## src/hw/rtl/krte_pkg.sv

```systemverilog
// Shared types for the keyed record table engine.
// Holds the command and status codes, the record layout and the control word
// that drives the record cells. No dependencies.
package krte_pkg;

   typedef enum logic [2:0] {
      CMD_INSERT = 3'd0,
      CMD_SEARCH = 3'd1,
      CMD_SET    = 3'd2,
      CMD_SOFT   = 3'd3,
      CMD_HARD   = 3'd4,
      CMD_SORT   = 3'd5,
      CMD_READ   = 3'd6,
      CMD_CLEAR  = 3'd7
   } cmd_type;

   typedef enum logic [1:0] {
      ST_OK        = 2'd0,
      ST_NOT_FOUND = 2'd1,
      ST_FULL      = 2'd2,
      ST_INDEX     = 2'd3
   } status_type;

   typedef struct packed {
      logic [15:0] code;
      logic [23:0] price;
      logic        deleted;
   } record_type;

   typedef enum logic [2:0] {
      CELL_HOLD,
      CELL_WRITE,
      CELL_ROTATE,
      CELL_DROP,
      CELL_SORT
   } cell_op_type;

   typedef struct packed {
      cell_op_type op;
      logic        phase;
      record_type  wdata;
   } cell_ctrl_type;

endpackage

```

## src/hw/rtl/krte_cell.sv

```systemverilog
// One storage cell of the record chain: holds a single record slot.
// Depends on krte_pkg for the record layout and the control word.
module krte_cell #(
   parameter int DEPTH = 16,
   parameter int INDEX = 0,
   localparam int IDX_W = $clog2(DEPTH),
   localparam int CNT_W = $clog2(DEPTH + 1)
) (
   input  logic                   clock,
   input  krte_pkg::cell_ctrl_type ctrl,
   input  logic [IDX_W-1:0]       target,
   input  logic [CNT_W-1:0]       count,
   input  krte_pkg::record_type   left_rec,
   input  krte_pkg::record_type   right_rec,
   output krte_pkg::record_type   rec
);

   localparam logic [IDX_W-1:0] SELF_IDX = IDX_W'(INDEX);
   localparam logic [CNT_W-1:0] SELF_POS = CNT_W'(INDEX);
   localparam logic [CNT_W:0]   NEXT_POS = (CNT_W + 1)'(INDEX + 1);
   localparam logic             SELF_PAR = 1'(INDEX % 2);
   localparam logic             HAS_LEFT = (INDEX > 0);

   krte_pkg::record_type rec_ff;
   krte_pkg::record_type rec_in;
   logic                 left_role;
   logic                 right_role;

   // In a sort step this cell pairs with its right neighbor when its parity
   // matches the phase, otherwise with its left neighbor. Only pairs that lie
   // fully inside the held records take part.
   assign left_role  = (SELF_PAR == ctrl.phase) && (NEXT_POS < {1'b0, count});
   assign right_role = HAS_LEFT && (SELF_PAR != ctrl.phase) && (SELF_POS < count);

   always_comb begin
      rec_in = rec_ff;
      case (ctrl.op)
         krte_pkg::CELL_WRITE: begin
            if (target == SELF_IDX) begin
               rec_in = ctrl.wdata;
            end
         end
         krte_pkg::CELL_ROTATE: begin
            rec_in = right_rec;
         end
         krte_pkg::CELL_DROP: begin
            if (SELF_IDX >= target) begin
               rec_in = right_rec;
            end
         end
         krte_pkg::CELL_SORT: begin
            if (left_role && (rec_ff.price > right_rec.price)) begin
               rec_in = right_rec;
            end else if (right_role && (left_rec.price > rec_ff.price)) begin
               rec_in = left_rec;
            end
         end
         default: begin
            rec_in = rec_ff;
         end
      endcase
   end

   always_ff @(posedge clock) begin
      rec_ff <= rec_in;
   end

   assign rec = rec_ff;

endmodule

```

## src/hw/rtl/keyed_record_table_engine_core.sv

```systemverilog
// Keyed record table engine. Records live in a chain of TABLE_DEPTH cells and
// one command word is worked on at a time. Insert, clear and a read beyond the
// count go straight to the response state. Search, set price, soft delete, hard
// delete and read rotate the whole chain once past the head cell, one position
// per cycle; a hard delete that matched then shifts the cells from the match on
// down to close the gap. Sort runs TABLE_DEPTH odd-even transposition steps
// between neighboring cells. The result sits in an output register, so the next
// command word is taken while a finished result still waits.
module keyed_record_table_engine_core #(
   parameter int TABLE_DEPTH = 16
) (
   input  logic        clock,
   input  logic        reset,
   input  logic        req_tvalid,
   output logic        req_tready,
   // Fields from bit 0: key_code[15:0], new_price[39:16], entry_index[43:40].
   input  logic [47:0] req_tdata,
   // Fields from bit 0: command[2:0].
   input  logic [2:0]  req_tuser,
   output logic        rsp_tvalid,
   input  logic        rsp_tready,
   // Fields from bit 0: found_index[3:0], record_code[19:4],
   // record_price[43:20], record_deleted[44], entry_count[49:45].
   output logic [55:0] rsp_tdata,
   // Fields from bit 0: status[1:0].
   output logic [1:0]  rsp_tuser
);

   localparam int IDX_W = $clog2(TABLE_DEPTH);
   localparam int CNT_W = $clog2(TABLE_DEPTH + 1);
   localparam int RD_W  = (IDX_W > 4) ? IDX_W : 4;
   localparam int CHK_W = (CNT_W > 4) ? CNT_W : 4;
   localparam logic [IDX_W-1:0] LAST_POS = IDX_W'(TABLE_DEPTH - 1);
   localparam logic [CNT_W-1:0] FULL_CNT = CNT_W'(TABLE_DEPTH);

   typedef enum logic [2:0] {
      S_IDLE,
      S_SCAN,
      S_SHIFT,
      S_SORT,
      S_RESP
   } state_type;

   state_type            state_ff, state_in;
   krte_pkg::cmd_type    cmd_ff, cmd_in;
   logic [15:0]          key_ff, key_in;
   logic [23:0]          price_ff, price_in;
   logic [3:0]           idx_ff, idx_in;
   logic [IDX_W-1:0]     p_ff, p_in;
   logic                 found_ff, found_in;
   logic [IDX_W-1:0]     pos_ff, pos_in;
   krte_pkg::record_type cap_ff, cap_in;
   logic                 has_rec_ff, has_rec_in;
   krte_pkg::status_type status_ff, status_in;
   logic [CNT_W-1:0]     count_ff, count_in;
   logic                 rsp_valid_ff, rsp_valid_in;
   logic [55:0]          rsp_data_ff, rsp_data_in;
   logic [1:0]           rsp_user_ff, rsp_user_in;

   krte_pkg::cell_ctrl_type cell_ctrl;
   logic [IDX_W-1:0]        cell_target;
   krte_pkg::record_type    rec_q [TABLE_DEPTH];
   krte_pkg::record_type    feed;
   krte_pkg::record_type    head;
   logic                    hit;
   logic                    live;
   logic                    accept;

   assign accept = req_tvalid && req_tready;
   assign head   = rec_q[0];

   always_comb begin
      state_in     = state_ff;
      cmd_in       = cmd_ff;
      key_in       = key_ff;
      price_in     = price_ff;
      idx_in       = idx_ff;
      p_in         = p_ff;
      found_in     = found_ff;
      pos_in       = pos_ff;
      cap_in       = cap_ff;
      has_rec_in   = has_rec_ff;
      status_in    = status_ff;
      count_in     = count_ff;
      rsp_valid_in = rsp_valid_ff && !rsp_tready;
      rsp_data_in  = rsp_data_ff;
      rsp_user_in  = rsp_user_ff;

      cell_ctrl.op            = krte_pkg::CELL_HOLD;
      cell_ctrl.phase         = p_ff[0];
      cell_ctrl.wdata.code    = req_tdata[15:0];
      cell_ctrl.wdata.price   = req_tdata[39:16];
      cell_ctrl.wdata.deleted = 1'b0;
      cell_target             = pos_ff;

      feed = head;
      hit  = 1'b0;
      live = (CNT_W'(p_ff) < count_ff);

      case (state_ff)
         S_IDLE: begin
            if (accept) begin
               cmd_in     = krte_pkg::cmd_type'(req_tuser);
               key_in     = req_tdata[15:0];
               price_in   = req_tdata[39:16];
               idx_in     = req_tdata[43:40];
               p_in       = '0;
               found_in   = 1'b0;
               pos_in     = '0;
               has_rec_in = 1'b0;
               status_in  = krte_pkg::ST_OK;
               case (krte_pkg::cmd_type'(req_tuser))
                  krte_pkg::CMD_INSERT: begin
                     if (count_ff == FULL_CNT) begin
                        status_in = krte_pkg::ST_FULL;
                     end else begin
                        cell_ctrl.op = krte_pkg::CELL_WRITE;
                        cell_target  = IDX_W'(count_ff);
                        count_in     = count_ff + CNT_W'(1);
                        pos_in       = IDX_W'(count_ff);
                        cap_in       = cell_ctrl.wdata;
                        has_rec_in   = 1'b1;
                     end
                     state_in = S_RESP;
                  end
                  krte_pkg::CMD_SORT: begin
                     state_in = S_SORT;
                  end
                  krte_pkg::CMD_READ: begin
                     if (CHK_W'(req_tdata[43:40]) >= CHK_W'(count_ff)) begin
                        status_in = krte_pkg::ST_INDEX;
                        state_in  = S_RESP;
                     end else begin
                        state_in = S_SCAN;
                     end
                  end
                  krte_pkg::CMD_CLEAR: begin
                     count_in = '0;
                     state_in = S_RESP;
                  end
                  default: begin
                     state_in = S_SCAN;
                  end
               endcase
            end
         end
         S_SCAN: begin
            // The record at position p_ff sits in the head cell this cycle.
            cell_ctrl.op = krte_pkg::CELL_ROTATE;
            if (cmd_ff == krte_pkg::CMD_READ) begin
               hit = !found_ff && (RD_W'(p_ff) == RD_W'(idx_ff));
            end else begin
               hit = !found_ff && live && !head.deleted && (head.code == key_ff);
            end
            if (hit) begin
               if (cmd_ff == krte_pkg::CMD_SET) begin
                  feed.price = price_ff;
               end else if (cmd_ff == krte_pkg::CMD_SOFT) begin
                  feed.deleted = 1'b1;
               end
               found_in   = 1'b1;
               pos_in     = p_ff;
               cap_in     = feed;
               has_rec_in = 1'b1;
            end
            p_in = p_ff + IDX_W'(1);
            if (p_ff == LAST_POS) begin
               if ((cmd_ff == krte_pkg::CMD_HARD) && (found_ff || hit)) begin
                  state_in = S_SHIFT;
               end else begin
                  status_in = (found_ff || hit) ? krte_pkg::ST_OK : krte_pkg::ST_NOT_FOUND;
                  state_in  = S_RESP;
               end
            end
         end
         S_SHIFT: begin
            cell_ctrl.op = krte_pkg::CELL_DROP;
            cell_target  = pos_ff;
            count_in     = count_ff - CNT_W'(1);
            status_in    = krte_pkg::ST_OK;
            state_in     = S_RESP;
         end
         S_SORT: begin
            cell_ctrl.op = krte_pkg::CELL_SORT;
            p_in         = p_ff + IDX_W'(1);
            if (p_ff == LAST_POS) begin
               state_in = S_RESP;
            end
         end
         S_RESP: begin
            if (!rsp_valid_ff || rsp_tready) begin
               rsp_valid_in = 1'b1;
               rsp_user_in  = status_ff;
               if (has_rec_ff) begin
                  rsp_data_in = {6'd0, 5'(count_ff), cap_ff.deleted, cap_ff.price,
                                 cap_ff.code, 4'(pos_ff)};
               end else begin
                  rsp_data_in = {6'd0, 5'(count_ff), 45'd0};
               end
               state_in = S_IDLE;
            end
         end
         default: begin
            state_in = S_IDLE;
         end
      endcase
   end

   always_ff @(posedge clock) begin
      if (reset) begin
         state_ff     <= S_IDLE;
         count_ff     <= '0;
         rsp_valid_ff <= 1'b0;
         found_ff     <= 1'b0;
         has_rec_ff   <= 1'b0;
      end else begin
         state_ff     <= state_in;
         count_ff     <= count_in;
         rsp_valid_ff <= rsp_valid_in;
         found_ff     <= found_in;
         has_rec_ff   <= has_rec_in;
      end
      cmd_ff      <= cmd_in;
      key_ff      <= key_in;
      price_ff    <= price_in;
      idx_ff      <= idx_in;
      p_ff        <= p_in;
      pos_ff      <= pos_in;
      cap_ff      <= cap_in;
      status_ff   <= status_in;
      rsp_data_ff <= rsp_data_in;
      rsp_user_ff <= rsp_user_in;
   end

   generate
      for (genvar i = 0; i < TABLE_DEPTH; i++) begin : g_cell
         krte_pkg::record_type left_rec;
         krte_pkg::record_type right_rec;
         if (i == 0) begin : g_first
            assign left_rec = rec_q[0];
         end else begin : g_mid_left
            assign left_rec = rec_q[i-1];
         end
         // The tail cell closes the ring with the head record, updated on a set price or soft delete hit.
         if (i == TABLE_DEPTH - 1) begin : g_last
            assign right_rec = feed;
         end else begin : g_mid_right
            assign right_rec = rec_q[i+1];
         end
         krte_cell #(
            .DEPTH(TABLE_DEPTH),
            .INDEX(i)
         ) u_cell (
            .clock    (clock),
            .ctrl     (cell_ctrl),
            .target   (cell_target),
            .count    (count_ff),
            .left_rec (left_rec),
            .right_rec(right_rec),
            .rec      (rec_q[i])
         );
      end
   endgenerate

   assign req_tready = (state_ff == S_IDLE);
   assign rsp_tvalid = rsp_valid_ff;
   assign rsp_tdata  = rsp_data_ff;
   assign rsp_tuser  = rsp_user_ff;

`ifndef ASSERT_OFF
   a_insert_count: assert property (@(posedge clock) disable iff (reset)
      (accept && (req_tuser == krte_pkg::CMD_INSERT) && (count_ff != FULL_CNT))
      |=> (count_ff == $past(count_ff) + CNT_W'(1)))
      else $error("insert did not grow the record count");

   a_clear_count: assert property (@(posedge clock) disable iff (reset)
      (accept && (req_tuser == krte_pkg::CMD_CLEAR))
      |=> ((count_ff == '0) && (state_ff == S_RESP)))
      else $error("clear did not empty the table");

   a_shift_found: assert property (@(posedge clock) disable iff (reset)
      (state_ff == S_SHIFT)
      |-> (found_ff && (cmd_ff == krte_pkg::CMD_HARD) && (count_ff != '0)))
      else $error("shift without a matched record");

   a_no_record: assert property (@(posedge clock) disable iff (reset)
      (rsp_valid_in && !rsp_valid_ff && (rsp_user_in != krte_pkg::ST_OK))
      |-> (rsp_data_in[44:0] == '0))
      else $error("failed command reports a record");
`endif

endmodule

```

## config.mk

```make
export PLATFORM = sky130hd
export DESIGN_NAME = keyed_record_table_engine_core
export DESIGN_NICKNAME = d
export VERILOG_FILES = /design/src/hw/rtl/krte_pkg.sv /design/src/hw/rtl/krte_cell.sv /design/src/hw/rtl/keyed_record_table_engine_core.sv
export SDC_FILE = /design/constraint.sdc
export NUM_CORES = 2
export LEC_CHECK = 0
export BUFFER_PORTS_ARGS = -buffer_cell sky130_fd_sc_hd__buf_2
export CAP_MARGIN = 5
export CELL_PAD_IN_SITES_DETAIL_PLACEMENT = 2
export CELL_PAD_IN_SITES_GLOBAL_PLACEMENT = 2
export CORE_ASPECT_RATIO = 1.75
export CORE_MARGIN = 10
export CORE_UTILIZATION = 40
export DETAILED_ROUTE_END_ITERATION = 12
export GPL_TIMING_DRIVEN = 0
export PLACE_DENSITY_LB_ADDON = 0.1
export SYNTH_ARGS = -nofsm -noshare
export SYNTH_HDL_FRONTEND = slang
export SYNTH_SLANG_ARGS = --single-unit
export TNS_END_PERCENT = 100
```

## constraint.sdc

```tcl
create_clock -name clock -period 6.3 [get_ports clock]
set_input_delay 0.315 -clock clock [delete_from_list [all_inputs] [get_ports clock]]
set_output_delay 0.315 -clock clock [all_outputs]
set_load 0.01 [all_outputs]
```

Word-level counts from Yosys, hierarchy flattened

Index checks and enable logic that the tools add are counted.

Register bits: 823
Output and inout bits: 60

Add/subtract/negate cells: 3
$lt $le $gt $ge: 65
Equality and inequality tests: 92
Multiplexer cells: 135
Bitwise gates (word level): 1
Reductions and logical operators: 109

Operator list:

| kind                                                              | number |
|---|---|
| two-way mux 41 bit                                                | 67 |
| one-hot mux 41 bit (4 select lines)                               | 16 |
| greater-than comparator 24 bit                                    | 16 |
| one-hot mux 41 bit (2 select lines)                               | 1 |
| < comparator 4 x 5 -> 1 bit (first input constant)                | 16 |
| AND reduction 4 bit                                               | 19 |
| != test 2 x 1 -> 1 bit (second input constant)                    | 35 |
| logical AND 1 bit                                                 | 69 |
| two-way mux 25 bit                                                | 2 |
| != test 3 x 1 -> 1 bit (second input constant)                    | 16 |
| < comparator 3 x 5 -> 1 bit (first input constant)                | 8 |
| equality test 4 bit (second input constant)                       | 9 |
| two-way mux 4 bit                                                 | 9 |
| greater-or-equal comparator 4 bit (first input constant)          | 8 |
| two-way mux 24 bit                                                | 1 |
| equality test 3 bit (second input constant)                       | 7 |
| < comparator 2 x 5 -> 1 bit (first input constant)                | 4 |
| one-hot mux 5 bit (2 select lines)                                | 2 |
| equality test 3 x 2 -> 1 bit (second input constant)              | 6 |
| two-way mux 3 bit                                                 | 6 |
| equality test 16 bit                                              | 1 |
| equality test 4 x 3 -> 1 bit (second input constant)              | 4 |
| greater-or-equal comparator 3 x 4 -> 1 bit (first input constant) | 4 |
| one-hot mux 4 bit (2 select lines)                                | 2 |
| other kinds (37)                                                  | 77 |

Logic depth before layout (Yosys ltp)

Word-level depth: 12
Mapped depth: 19
Gate-level depth less buffers: 14

By module

A second synthesis with hierarchy kept.

Cells, all modules: 7294
Area, all modules: 68468.2 sq um

Modules (own cells, without submodules):

| module                         | times used | cells an instance | area each (sq um) | sequential area each (sq um) |
|---|---|---|---|---|
| keyed_record_table_engine_core | 1          | 578               | 7269.5            | 4724.5 |
| krte_cell at g_cell[5].u_cell  | 1          | 561               | 4623.2            | 1231.2 |
| krte_cell at g_cell[4].u_cell  | 1          | 515               | 4515.6            | 1231.2 |
| krte_cell at g_cell[15].u_cell | 1          | 489               | 4229.1            | 1231.2 |
| krte_cell at g_cell[12].u_cell | 1          | 448               | 4165.2            | 1231.2 |
| krte_cell at g_cell[9].u_cell  | 1          | 444               | 3824.9            | 1231.2 |
| krte_cell at g_cell[11].u_cell | 1          | 437               | 3822.4            | 1231.2 |
| krte_cell at g_cell[8].u_cell  | 1          | 436               | 3816.2            | 1231.2 |
| krte_cell at g_cell[2].u_cell  | 1          | 391               | 3809.9            | 1231.2 |
| krte_cell at g_cell[10].u_cell | 1          | 410               | 3756.1            | 1231.2 |
| krte_cell at g_cell[13].u_cell | 1          | 391               | 3747.3            | 1231.2 |
| krte_cell at g_cell[1].u_cell  | 1          | 413               | 3747.3            | 1231.2 |
| krte_cell at g_cell[3].u_cell  | 1          | 413               | 3712.3            | 1231.2 |
| krte_cell at g_cell[7].u_cell  | 1          | 385               | 3694.8            | 1231.2 |
| +3 rows                        | n/a        | n/a               | n/a               | n/a |

Least setup slack after synthesis

OpenSTA, ideal clock, no wires.

Path type: register -> register
Start: register count_ff[1]
End: register g_cell[15].u_cell.rec_ff, in the netlist g_cell[15].u_cell.rec[0], enable pin
Setup time: 0.453 ns
Arrival: 6.367 ns
Slack: -0.520 ns
Cell stages (with the launch flop): 19
Buffers on the path: 4
Period minus slack after synthesis: 6.820 ns
Cell sequence: dfxtp_1 -> clkbuf_1 -> inv_1 -> ha_1 -> o21ai_0 -> a2111oi_0 -> nor4_4 -> buf_6 -> mux2i_1 -> ha_1 -> nand4_1 -> nor3_1 -> nand4_1 -> a21o_1 -> a31oi_1 -> clkbuf_1 -> clkbuf_1 -> inv_1 -> a21oi_1

Cells in the longest elaborated chain, start to end: 12

Ends and longest elaborated chain:

| item                              | RTL line                              | RTL |
|---|---|---|
| from (decl)                       | keyed_record_table_engine_core.sv:55  | `logic [CNT_W-1:0] count_ff, count_in;` |
| from (signal assigned)            | keyed_record_table_engine_core.sv:218 | `count_ff <= count_in;` |
| < comparator 4 x 5 -> 1 bit       | keyed_record_table_engine_core.sv:98  | `live = (CNT_W'(p_ff) < count_ff);` |
| logical AND 1 bit (3 in series)   | keyed_record_table_engine_core.sv:153 | `hit = !found_ff && live && !head.deleted && (head.code == key_ff);` |
| two-way mux 1 bit                 | keyed_record_table_engine_core.sv:150 | `if (cmd_ff == krte_pkg::CMD_READ) begin` |
| two-way mux 1 bit                 | keyed_record_table_engine_core.sv:100 | `case (state_ff)` |
| two-way mux 25 bit                | keyed_record_table_engine_core.sv:155 | `if (hit) begin` |
| two-way mux 25 bit                | keyed_record_table_engine_core.sv:100 |  |
| greater-than comparator 24 bit    | krte_cell.sv:52                       | `if (left_role && (rec_ff.price > right_rec.price)) begin` |
| logical AND 1 bit                 | krte_cell.sv:52                       |  |
| != test 3 x 1 -> 1 bit (no line)  | n/a                                   |  |
| AND reduction 4 bit (no line) (*) | n/a                                   |  |
| to (signal assigned)              | krte_cell.sv:65                       | `rec_ff <= rec_in;` |
| to (decl)                         | krte_cell.sv:24                       | `krte_pkg::record_type rec_ff;` |

Mark *: on every way between the ends. The rest lies on a longest branch, timed or not. The select of a mux whose other input is x is not followed.
A chain may end at the register's enable or synchronous reset.

Final worst setup path

Start: register g_cell[5].u_cell.rec_ff, in the netlist g_cell[5].u_cell.rec[24]
End: register g_cell[5].u_cell.rec_ff, in the netlist g_cell[5].u_cell.rec[29], enable pin

Cells in the longest elaborated chain, start to end: 4

Ends and longest elaborated chain:

| item                                              | RTL line |
|---|---|
| from (decl)                                       | krte_cell.sv:24 |
| from (signal assigned)                            | krte_cell.sv:65 |
| greater-than comparator 24 bit (on tied branches) | krte_cell.sv:54, krte_cell.sv:52 |
| logical AND 1 bit (on tied branches)              | krte_cell.sv:54, krte_cell.sv:52 |
| != test 3 x 1 -> 1 bit (no line) (*)              | n/a |
| AND reduction 4 bit (no line) (*)                 | n/a |

Mark *: on every way between the ends. The rest lies on a longest branch, timed or not.

==> results.py <==
metrics = {
    "run_status": {
        "outcome": "complete, but fails checks",
        "violations": "capacitance limit, slew limit, setup timing",
    },
    "die": {
        "die_x_um": 280,
        "core_area_um2": 118000,
        "placementRows": 167,
        "die_area_um2": 133000,
        "fp.dieH_um": 475,
        "start_util_pct": 40.1,
        "pin_count": 115,
    },
    "global_route": {
        "grt_usage_pct": 32.3,
        "globalRouteOverflowTotal": 0,
        "grt_max_degree": 34,
        "grt_pass1_vias": 42500,
        "grt_pass1_wl_um": 309000,
        "grt_antenna_before_repair": 6,
    },
    "critical_path": {
        "worst_setup_path_end_kind": "flip-flop",
        "criticalPathCategory": "reg -> reg",
        "cp-start-kind": "flip-flop",
        "critPathRequiredTime_ns": 6.71,
        "crit_path_max_fanout": 12,
        "critPathArrivalTime_ns": 6.86,
        "reg2reg_to": "g_cell[5].u_cell.rec[29]",
        "rr_worst_depth": 13,
        "r2r-start": "g_cell[5].u_cell.rec[24]",
        "r2r_slack_ns": -0.14,
    },
    "route": {
        "ant_nets": 0,
        "vias": 39300,
        "totalWireLength_um": 218000,
        "remaining_drc_errors": 0,
        "drtIter0Drc": 3664,
        "wl_per_cell_um": 36.5,
        "dr.pass1.iters": 5,
        "viasPerCell": 6.57,
    },
    "layout": {
        "final_common_cell": "edfxtp_1",
        "nFillCells": 11900,
        "final_area_um2": 54400,
        "fin_nets": 4834,
        "final_cell_mix": "edfxtp_1, a21oi_1, ha_1, inv_1, a221o_1",
        "syn_to_final_growth_pct": 14.9,
        "regArea_um2": 24400,
        "multi_input_area_um2": 20600,
        "drive_gt1_share_pct": 8.83,
    },
    "power": {
        "switchingPower_w": 0.00545,
        "p_per_area_nw_per_um2": 301,
        "swShare_pct": 33.3,
        "vdd_ir_drop_max_v": 0.000200,
        "pwr-share-comb_pct": 22.1,
        "clockPowerShare_pct": 32.4,
        "p_int_w": 0.0109,
        "p_leak_nw": 22.1,
        "p_seq_share_pct": 45.5,
    },
    "placement": {
        "dpl.hpwl_um": 173000,
        "place_ws_ns": -2.38,
        "place_congestion": 0.948,
        "port_buffers": 104,
        "place_area_um2": 51100,
    },
    "clocking": {
        "tritoncts": "done",
        "htree_levels": 3,
        "insertion_delay_ns": 0.74,
        "clockBufferDepth": 3,
        "clock-sinks": 817,
        "cts_root_buf": "clkbuf_16",
        "clk_pin_slew_worst_paths_ns": 0.07,
        "cts_made_buffers": 84,
    },
    "synthesis": {
        "avgSynthCellArea_um2": 11.6,
        "yosys.area.top_type": "edfxtp_1",
        "ys_types": 77,
        "ys_warn_count": 0,
        "syn-instance-count": 4079,
        "yosysTopAreaCellShare_pct": 51.1,
        "synth_ff_type": "edfxtp_1",
        "async_flop_share_pct": 0,
        "synth-seq-area-share_pct": 51.6,
        "synth_edf_count": 806,
        "synth_area_leaders": "edfxtp_1, ha_1, a221o_1",
        "synth_seq_cells": 817,
        "netlist_area_um2": 47400,
    },
    "sta": {
        "slew_violations": 10,
        "max_freq_ghz": 0.155,
        "max_slew.worst_pin.slew_ns": 1.50,
        "period_needed_ns": 6.44,
        "finalHoldViolations": 0,
        "min_period_over_period_pct": 102,
        "maxSlewHeadroom_pct": -0.0203,
        "fin_ws_ns": -0.144,
        "rsz0062_at_grt": "false",
        "setup_viol": 27,
        "finClkSkew_ns": 0.0342,
        "setup_tns_ns": -1.92,
    },
    "worst_hold_path": {
        "hold_depth": 5,
        "min_to": "state_ff[1]",
        "hold_class": "in -> reg",
        "hold_start": "req_tvalid",
    },
    "flow_run": {
        "maxCapViolCount": 2,
    },
}
==> final cells by class <==
type,instances,share of cell area (%)
antenna,4,0.0184
buffer,307,2.32
clock buffer,104,4.06
clock inverter,49,0.984
inverter,382,2.63
multi-input combinational,2577,37.8
sequential,817,44.9
tap,1521,3.50
timing repair buffer,215,3.83
==> worst max-delay path, cell delays in order, from the launching register on <==
cell and delay (ns):
edfxtp_1 0.44, inv_1 0.07, ha_1 0.33, nand4_1 0.25
nor4_1 0.55, nor3b_1 1.05, o31a_1 0.46, o21ai_0 0.33
and2_1 0.26, clkbuf_1 0.24, clkbuf_1 0.66, a211oi_4 0.98
buf_16 0.24, buf_8 0.20
==> power groups by stage <==
stage | Combinational [W] | Clock [W] | Sequential (W)
finish | 0.00362 | 0.00530 | 0.00747
global route | 0.00390 | 0.00552 | 0.00752
CTS | 0.00358 | 0.00534 | 0.00744
detailed placement | 0.00352 | 0 | 0.00755
global placement | 0.00312 | 0 | 0.00763
floorplan | 0.00202 | 0 | 0.00728
==> cell usage after synthesis (8+ instances only) <==
| library cell | n |
|---|---|
| o21ai_0 | 281 |
| nand4_1 | 81 |
| a21o_1 | 87 |
| edfxtp_1 | 806 |
| mux2i_1 | 247 |
| o211ai_1 | 27 |
| nor4_1 | 19 |
| dfxtp_1 | 11 |
| xor2_1 | 16 |
| inv_1 | 382 |
| nor3_1 | 27 |
| a21oi_1 | 403 |
| and2_1 | 55 |
| and3_1 | 44 |
| ha_1 | 395 |
| a2bb2oi_1 | 24 |
| nor2b_1 | 33 |
| a221oi_1 | 8 |
| buf_2 | 32 |
| clkbuf_1 | 258 |
| nand3_1 | 45 |
| mux2_2 | 18 |
| a221o_1 | 381 |
| a31oi_1 | 8 |
| nor2_1 | 97 |
| a211oi_1 | 24 |
| o311ai_0 | 24 |
| a22oi_1 | 8 |
| a22o_1 | 8 |
| o31ai_1 | 10 |
| nand2_1 | 89 |
==> repair_timing <==
item	CTS	global route
hold buffers	49	0
pin swaps	2	0
endpoints found under the setup margin	82	61
setup buffers	3	0
gates resized for setup	13	3
endpoints found under the hold margin	87	0
==> metrics by stage <==
step,power (W),hold slack (ns),instances,util (%)
6_report,0.0164,0.0773,5976,46.1
5_1_grt,0.0169,0.124,5973,46.1
4_1_cts,0.0164,0.0397,5971,46.1
3_5_place_dp,0.0111,0.415,5767,43.2
3_3_place_gp,0.0107,0.403,5709,42.2
2_1_floorplan,0.00929,0.400,4084,-
==> registers in the layout (all words and copies together) (netlist names), 3 cells and up <==
name and count:
count_ff 5, cmd_ff 3, state_ff 3, g_cell.u_cell.rec 656
cap_ff 41, price_ff 24, p_ff 4, idx_ff 4
rsp_tdata 50, key_ff 16, pos_ff 4
==> worst max-delay path by stage <==
stage	start	endpoint	slack (ns)
2_1_floorplan	count_ff[1]	g_cell[0].u_cell.rec[0]	0.13
3_3_place_gp	g_cell[9].u_cell.rec[24]	g_cell[8].u_cell.rec[8]	-5.87
3_5_place_dp	count_ff[3]	g_cell[15].u_cell.rec[7]	-2.38
4_1_cts	count_ff[3]	g_cell[15].u_cell.rec[7]	0.02
5_1_grt	count_ff[3]	g_cell[15].u_cell.rec[5]	0.007
6_report	g_cell[5].u_cell.rec[24]	g_cell[5].u_cell.rec[29]	-0.14
==> kinds of logic (layout without fill, tap and decap cells) <==
kind of cell	Yosys count	after routing	synth area share, %
buffers and inverters	690	1057	5.67
xor gates and xnor gates	23	23	0.425
DFF	817	817	51.6
other	1	10	0.00792
AOI/OAI and AO/OA	1365	1365	20.4
and+or+nand+nor	523	523	5.87
muxes	265	265	5.65
adders and majority gates	395	395	10.4
==> layer usage <==
metal	up-vias	track usage (%)	share of wire, %
met5	-	0	0.0060
met3	550	5.18	6.1
met2	1668	56.3	50
li1	16500	-	-
met4	2	24.2	8.3
met1	20500	34.9	36
Note: power is estimated with default switching activity, not from simulation.
